$ cat src/hdl/msp_pkg.sv
`timescale 1ns / 1ps
`default_nettype none

package msp_pkg;

   localparam int POOL_SLOTS  = 64;
   localparam int STACK_COUNT = 4;
   localparam int DATA_W      = 32;
   localparam int SLOT_W      = $clog2(POOL_SLOTS);
   localparam int PTR_W       = $clog2(POOL_SLOTS + 1);
   localparam int SEL_W       = $clog2(STACK_COUNT);
   localparam int KIND_W      = 2;
   localparam int STATUS_W    = 2;
   localparam int REQ_USER_W  = 4;
   localparam int RSP_USER_W  = 4;

   localparam logic [PTR_W-1:0] NULL_PTR = PTR_W'(POOL_SLOTS);

   typedef enum logic [KIND_W-1:0] {
      KIND_PUSH = 2'd0,
      KIND_POP  = 2'd1,
      KIND_PEEK = 2'd2
   } kind_type;

   typedef enum logic [STATUS_W-1:0] {
      STATUS_OK        = 2'd0,
      STATUS_OVERFLOW  = 2'd1,
      STATUS_UNDERFLOW = 2'd2
   } status_type;

   typedef enum logic {
      ST_IDLE = 1'b0,
      ST_EXEC = 1'b1
   } state_type;

endpackage

`default_nettype wire

$ cat src/hdl/multi_stack_shared_pool_top.sv
// an accepted request has its link and value memory reads registered, then is committed in the
// exec state once the response register is free, which loads the response beat; a new request
// is taken only in the idle state, after the write back of the previous one, so none overlap
// reset: every stack empty, free list through all slots in order, taking effect at once
// with no clearing pass; unwritten link entries read their reset value via valid bits
`timescale 1ns / 1ps
`default_nettype none

module multi_stack_shared_pool_top
   import msp_pkg::*;
(
   input  wire                    clock,
   input  wire                    reset,
   input  wire                    req_tvalid,
   output logic                   req_tready,
   input  wire  [DATA_W-1:0]      req_tdata,   // push_value
   input  wire  [REQ_USER_W-1:0]  req_tuser,   // kind[1:0], stack_select[3:2]
   output logic                   rsp_tvalid,
   input  wire                    rsp_tready,
   output logic [DATA_W-1:0]      rsp_tdata,   // read_value
   output logic [RSP_USER_W-1:0]  rsp_tuser    // status[1:0], selected_empty[2], pool_full[3]
);

   state_type state_ff, state_in;

   logic [DATA_W-1:0] value_mem [POOL_SLOTS];
   logic [PTR_W-1:0]  link_mem  [POOL_SLOTS];
   logic [POOL_SLOTS-1:0] link_vld_ff;

   logic [PTR_W-1:0]  stack_heads_ff [STACK_COUNT];
   logic [PTR_W-1:0]  free_head_ff;

   kind_type          kind_ff;
   logic [SEL_W-1:0]  sel_ff;
   logic [DATA_W-1:0] push_value_ff;
   logic [PTR_W-1:0]  slot_ff;
   logic [PTR_W-1:0]  link_rd_ff;
   logic              link_vld_rd_ff;
   logic [DATA_W-1:0] value_rd_ff;

   logic                  rsp_valid_ff;
   logic [DATA_W-1:0]     rsp_data_ff;
   logic [RSP_USER_W-1:0] rsp_user_ff;

   logic              accept;
   logic              commit;
   kind_type          req_kind;
   logic [SEL_W-1:0]  req_sel;
   logic [PTR_W-1:0]  lookup_ptr;
   logic [SLOT_W-1:0] rd_addr;
   logic [SLOT_W-1:0] wr_addr;

   logic [PTR_W-1:0]  cur_head;
   logic              slot_ok;
   logic [PTR_W-1:0]  link_val;
   logic [PTR_W-1:0]  head_in;
   logic [PTR_W-1:0]  free_head_in;
   logic              link_wr;
   logic [PTR_W-1:0]  link_wdata;
   logic              value_wr;
   logic [DATA_W-1:0] read_value;
   status_type        status;
   logic              sel_empty;
   logic              pool_full;

   // request decode and lookup address
   always_comb begin
      req_kind   = kind_type'(req_tuser[KIND_W-1:0]);
      req_sel    = req_tuser[KIND_W +: SEL_W];
      lookup_ptr = (req_kind == KIND_PUSH) ? free_head_ff : stack_heads_ff[req_sel];
      rd_addr    = lookup_ptr[SLOT_W-1:0];
      wr_addr    = slot_ff[SLOT_W-1:0];
   end

   // next state
   always_comb begin
      state_in = state_ff;
      case (state_ff)
         ST_IDLE: begin
            if (accept) state_in = ST_EXEC;
         end
         ST_EXEC: begin
            if (commit) state_in = ST_IDLE;
         end
         default: state_in = ST_IDLE;
      endcase
   end

   // fsm outputs
   always_comb begin
      req_tready = 1'b0;
      commit     = 1'b0;
      case (state_ff)
         ST_IDLE: req_tready = 1'b1;
         ST_EXEC: commit = !rsp_valid_ff || rsp_tready;
         default: req_tready = 1'b0;
      endcase
   end

   assign accept = req_tvalid && req_tready;

   // modify step
   always_comb begin
      cur_head     = stack_heads_ff[sel_ff];
      slot_ok      = slot_ff < NULL_PTR;
      link_val     = link_vld_rd_ff ? link_rd_ff : PTR_W'(wr_addr) + PTR_W'(1);
      head_in      = cur_head;
      free_head_in = free_head_ff;
      link_wr      = 1'b0;
      link_wdata   = cur_head;
      value_wr     = 1'b0;
      read_value   = '0;
      status       = STATUS_OK;
      case (kind_ff)
         KIND_PUSH: begin
            if (slot_ok) begin
               free_head_in = link_val;
               head_in      = slot_ff;
               link_wr      = 1'b1;
               link_wdata   = cur_head;
               value_wr     = 1'b1;
            end else begin
               status = STATUS_OVERFLOW;
            end
         end
         KIND_POP: begin
            if (slot_ok) begin
               read_value   = value_rd_ff;
               head_in      = link_val;
               free_head_in = slot_ff;
               link_wr      = 1'b1;
               link_wdata   = free_head_ff;
            end else begin
               status = STATUS_UNDERFLOW;
            end
         end
         KIND_PEEK: begin
            if (slot_ok) begin
               read_value = value_rd_ff;
            end else begin
               status = STATUS_UNDERFLOW;
            end
         end
         default: status = STATUS_OK;
      endcase
      sel_empty = !(head_in < NULL_PTR);
      pool_full = !(free_head_in < NULL_PTR);
   end

   // control state
   always_ff @(posedge clock) begin
      if (reset) begin
         state_ff     <= ST_IDLE;
         free_head_ff <= '0;
         link_vld_ff  <= '0;
         rsp_valid_ff <= 1'b0;
         for (int i = 0; i < STACK_COUNT; i++) begin
            stack_heads_ff[i] <= NULL_PTR;
         end
      end else begin
         state_ff <= state_in;
         if (commit) begin
            free_head_ff           <= free_head_in;
            stack_heads_ff[sel_ff] <= head_in;
            if (link_wr) link_vld_ff[wr_addr] <= 1'b1;
            rsp_valid_ff <= 1'b1;
         end else if (rsp_tready) begin
            rsp_valid_ff <= 1'b0;
         end
      end
   end

   // request capture and registered memory reads
   always_ff @(posedge clock) begin
      if (accept) begin
         kind_ff        <= req_kind;
         sel_ff         <= req_sel;
         push_value_ff  <= req_tdata;
         slot_ff        <= lookup_ptr;
         link_rd_ff     <= link_mem[rd_addr];
         link_vld_rd_ff <= link_vld_ff[rd_addr];
         value_rd_ff    <= value_mem[rd_addr];
      end
   end

   // memory write back
   always_ff @(posedge clock) begin
      if (commit && link_wr) link_mem[wr_addr] <= link_wdata;
      if (commit && value_wr) value_mem[wr_addr] <= push_value_ff;
   end

   // response register
   always_ff @(posedge clock) begin
      if (commit) begin
         rsp_data_ff <= read_value;
         rsp_user_ff <= {pool_full, sel_empty, status};
      end
   end

   assign rsp_tvalid = rsp_valid_ff;
   assign rsp_tdata  = rsp_data_ff;
   assign rsp_tuser  = rsp_user_ff;

endmodule

`default_nettype wire

$ cat config.mk
export PLATFORM = sky130hd
export DESIGN_NAME = multi_stack_shared_pool_top
export DESIGN_NICKNAME = d
export VERILOG_FILES = /design/src/hdl/msp_pkg.sv /design/src/hdl/multi_stack_shared_pool_top.sv
export SDC_FILE = /design/constraint.sdc
export NUM_CORES = 2
export LEC_CHECK = 0
export BUFFER_PORTS_ARGS = -buffer_cell sky130_fd_sc_hd__buf_2
export CAP_MARGIN = 20
export CELL_PAD_IN_SITES_DETAIL_PLACEMENT = 1
export CELL_PAD_IN_SITES_GLOBAL_PLACEMENT = 2
export CORE_UTILIZATION = 35
export CTS_CLUSTER_SIZE = 30
export DETAILED_ROUTE_END_ITERATION = 8
export GPL_ROUTABILITY_DRIVEN = 0
export PLACE_DENSITY_LB_ADDON = 0.1
export REMOVE_ABC_BUFFERS = 1
export SYNTH_ARGS = -nofsm -noshare
export SYNTH_HDL_FRONTEND = slang
export SYNTH_SLANG_ARGS = --single-unit
$ cat constraint.sdc
create_clock -name clock -period 13.9 [get_ports clock]
set_input_delay 2.085 -clock clock [delete_from_list [all_inputs] [get_ports clock]]
set_output_delay 2.085 -clock clock [all_outputs]
set_load 0.02 [all_outputs]
==> results.py <==
metrics = {
    "pwr": {
        "leakage_power_total_nw": 39.9,
        "vdd_drop_max_mv": 0.0823,
        "pwr_density_cell_mw_per_mm2": 155,
        "power_w": 0.0189,
    },
    "worst_setup_path": {
        "timing.critical_path.to_type": "flop",
        "arrival_ns": 7.15,
        "path_max_fanout": 106,
        "setup.worst_path.start_class": "input pin",
        "worst-endpoint-required_ns": 14.65,
        "worstReg2RegEnd": "value_rd_ff[29]$_DFFE_PP_",
        "setup.reg_to_reg.worst_slack_ns": 8.59,
        "timing.setup.critical_path_class": "in2reg",
        "worstReg2RegStart": "free_head_ff[1]$_SDFFE_PP0P_",
        "ff2ff_path_depth": 10,
    },
    "global_route": {
        "grt_pass1_wl_um": 569000,
        "first_global_vias": 69000,
        "grtUsageTotal": 0.264,
        "grt_antenna_before_repair": 45,
        "total_grt_overflow": 0,
        "grt_max_degree": 126,
    },
    "yosys": {
        "synthCells": 7818,
        "post_synth_main_area_contributors": "sky130_fd_sc_hd__edfxtp_1, sky130_fd_sc_hd__nand2_1, sky130_fd_sc_hd__nand3_1",
        "synth-edff-count": 2643,
        "async_flop_share": 0,
        "syn-mean-instance-area_um2": 13.6,
        "synth_seq_cells": 2718,
        "synth.yosys.seq_area_share": 0.761,
        "ys.warnings.count": 0,
        "netlist-cell-type-count": 76,
        "synth_area_leader_cell": "sky130_fd_sc_hd__edfxtp_1",
        "synth_common_cells": "sky130_fd_sc_hd__edfxtp_1, sky130_fd_sc_hd__nand2_1, sky130_fd_sc_hd__nand3_1, sky130_fd_sc_hd__nor2_1, sky130_fd_sc_hd__a31oi_1",
        "yosys.area.top_type_share": 0.747,
        "yosys.cell_count.top_type": "sky130_fd_sc_hd__edfxtp_1",
        "post_synth_instance_area_mm2": 0.106,
        "ys_dominant_reg_cell": "sky130_fd_sc_hd__edfxtp_1",
    },
    "final_layout": {
        "drive_above_1_share": 0.108,
        "finish.instance_area_mm2": 0.122,
        "finalNonFillerCells": 12200,
        "flow.area_growth_from_synthesis_pct": 14.5,
        "nNetsFinal": 7970,
    },
    "route": {
        "route.final.wire_length_um": 411000,
        "drt_pass1_iterations": 5,
        "avgRoutedWirePerCell_um": 33.8,
        "route.vias.total": 68900,
        "route.detailed.vias_per_inst": 5.67,
        "iteration_0_drc_markers": 7347,
        "route.antenna.remaining_nets": 0,
        "route.detailed.drc": 0,
    },
    "place": {
        "buffer_ports.inserted": 77,
        "place_inst": 11600,
        "placedInstanceArea_mm2": 0.112,
        "dp_hpwl_um": 222000,
    },
    "clock_tree": {
        "post_cts_hold_buffer_count": 0,
        "clock-root-buffer": "sky130_fd_sc_hd__clkbuf_16",
        "cts_tree": "yes",
        "clk_latency_ns": 0.93,
        "cts_buffer_depth": 4,
        "cts-htree-levels": 5,
        "worst_setup_hold_path_clk_slew_ns": 0.06,
        "cts_setup_buffers": 0,
        "clock_buffers_created_by_tritoncts": 311,
        "post_cts_resized": 0,
        "cts.sinks": 2718,
    },
    "timing": {
        "finalCriticalPeriod_ns": 6.40,
        "timing_worst_slew_pin_value_ns": 1.28,
        "maxSlewViolCount": 0,
        "max_freq_ghz": 0.156,
        "unrepaired_setup_endpoints_after_global_routing": "no",
        "worst_slew_margin_rel": 0.146,
        "finClkSkew_ns": 0.0580,
        "layout_worst_path_cycle_share": 0.460,
        "finalHoldViolCount": 0,
        "timing.final.setup_violations": 0,
    },
    "run": {
        "cap_violations": 0,
    },
    "hold_path": {
        "hold_path_startpoint": "link_vld_ff[53]$_SDFFE_PP0P_",
        "hold-path-cell-count": 2,
        "timing.hold.worst_endpoint": "link_vld_ff[53]$_SDFFE_PP0P_",
        "min_path_type": "reg2reg",
    },
    "outcome": {
        "status": "complete, no violations",
    },
    "die": {
        "floorplan.die_area_mm2": 0.306,
        "io_pins": 78,
        "core_area_mm2": 0.301,
        "die_width_um": 553,
        "die_y_um": 553,
        "start_util": 0.353,
        "placement_rows": 201,
    },
}
-- routing by layer --
metal	vias to the layer above	wire, um	part of all wire	GRT usage
li1	29300	-	-	-
met1	36800	186000	0.45	0.379
met2	2236	191000	0.47	0.426
met3	525	22900	0.056	0.0283
met4	4	10800	0.026	0.0716
met5	-	32	0.000078	0
-- through the flow --
stage	TNS (ns)	utilization	setup slack (ns)	hold WS, ns
6_report	0	0.404	7.50	0.471
2_1_floorplan	-353.80	-	-8.94	0.440
5_1_grt	0	0.404	7.30	0.490
3_5_place_dp	0	0.372	6.59	0.460
3_3_place_gp	0	0.371	6.25	0.449
4_1_cts	0	0.404	7.60	0.474
-- worst max-delay path: stages --
cell                        delay [ns]
sky130_fd_sc_hd__buf_2            0.32
sky130_fd_sc_hd__mux2i_4          0.35
sky130_fd_sc_hd__o221a_4          0.49
sky130_fd_sc_hd__buf_4            0.53
sky130_fd_sc_hd__buf_12           0.42
sky130_fd_sc_hd__buf_4            0.71
sky130_fd_sc_hd__buf_4            0.60
sky130_fd_sc_hd__nand2_1          0.12
sky130_fd_sc_hd__and3_1           0.18
sky130_fd_sc_hd__a311oi_1         0.31
sky130_fd_sc_hd__a2111oi_1        0.12
sky130_fd_sc_hd__buf_2            0.21
sky130_fd_sc_hd__buf_4            0.14
sky130_fd_sc_hd__a311oi_1         0.22
-- worst max path at each step --
stage	slack [ns]	endpoint	depth (start not counted)	from
6_report	7.50	value_rd_ff[14]$_DFFE_PP_	14	req_tuser[3]
5_1_grt	7.30	value_rd_ff[14]$_DFFE_PP_	14	req_tuser[2]
4_1_cts	7.60	value_rd_ff[14]$_DFFE_PP_	14	req_tuser[3]
3_5_place_dp	6.59	value_rd_ff[14]$_DFFE_PP_	14	req_tuser[3]
3_3_place_gp	6.25	value_rd_ff[24]$_DFFE_PP_	12	req_tuser[2]
2_1_floorplan	-8.94	value_rd_ff[9]$_DFFE_PP_	8	req_tuser[1]
-- layout make-up --
type	instances	area, um2
inverters	15	103
diodes	23	57.6
fillers	30700	179000
multi-input cells	4572	23600
repair buffers	308	2300
flip-flops and latches	2718	80900
clock buffers	405	8450
well taps	3958	4950
clock inverters	159	1280
-- sequential cells by signal (all words and copies together) (netlist names), named ones only --
| name | flops |
|---|---|
| free_head_ff | 7 |
| kind_ff | 2 |
| link_mem | 448 |
| link_rd_ff | 7 |
| link_vld_ff | 64 |
| link_vld_rd_ff | 1 |
| push_value_ff | 32 |
| rsp_tdata | 32 |
| rsp_tuser | 4 |
| rsp_tvalid | 1 |
| sel_ff | 2 |
| slot_ff | 7 |
| stack_heads_ff | 28 |
| state_ff | 1 |
| value_mem | 2048 |
| value_rd_ff | 32 |
-- power by group --
group | leakage [nW] | switching (W) | internal [W]
logic | 10.7 | 0.00135 | 0.000373
clock network | 4.76 | 0.00344 | 0.00457
registers | 24.5 | 0.0000490 | 0.00909
-- layout by cell type (no fill, tap or decap), types with 91 or more instances in the layout --
| cell | count |
|---|---|
| sky130_fd_sc_hd__mux2i_1 | 121 |
| sky130_fd_sc_hd__a21oi_1 | 178 |
| sky130_fd_sc_hd__edfxtp_1 | 2643 |
| sky130_fd_sc_hd__nand2_1 | 2210 |
| sky130_fd_sc_hd__and3_1 | 128 |
| sky130_fd_sc_hd__nor2_1 | 220 |
| sky130_fd_sc_hd__a31oi_1 | 279 |
| sky130_fd_sc_hd__buf_4 | 213 |
| sky130_fd_sc_hd__a311oi_1 | 101 |
| sky130_fd_sc_hd__nand3_1 | 713 |
| sky130_fd_sc_hd__clkbuf_16 | 322 |
| sky130_fd_sc_hd__nand4_1 | 91 |
-- cells by family after synthesis --
group | after synthesis | share of synthesized area
simple gates | 3559 | 0.143
flops | 2718 | 0.761
compound gates | 859 | 0.0562
buf+inv | 528 | 0.0238
mux | 146 | 0.0154
xor+xnor | 4 | 0.000330
fa+ha+maj | 4 | 0.000471
Note: power is estimated with default switching activity, not from simulation.
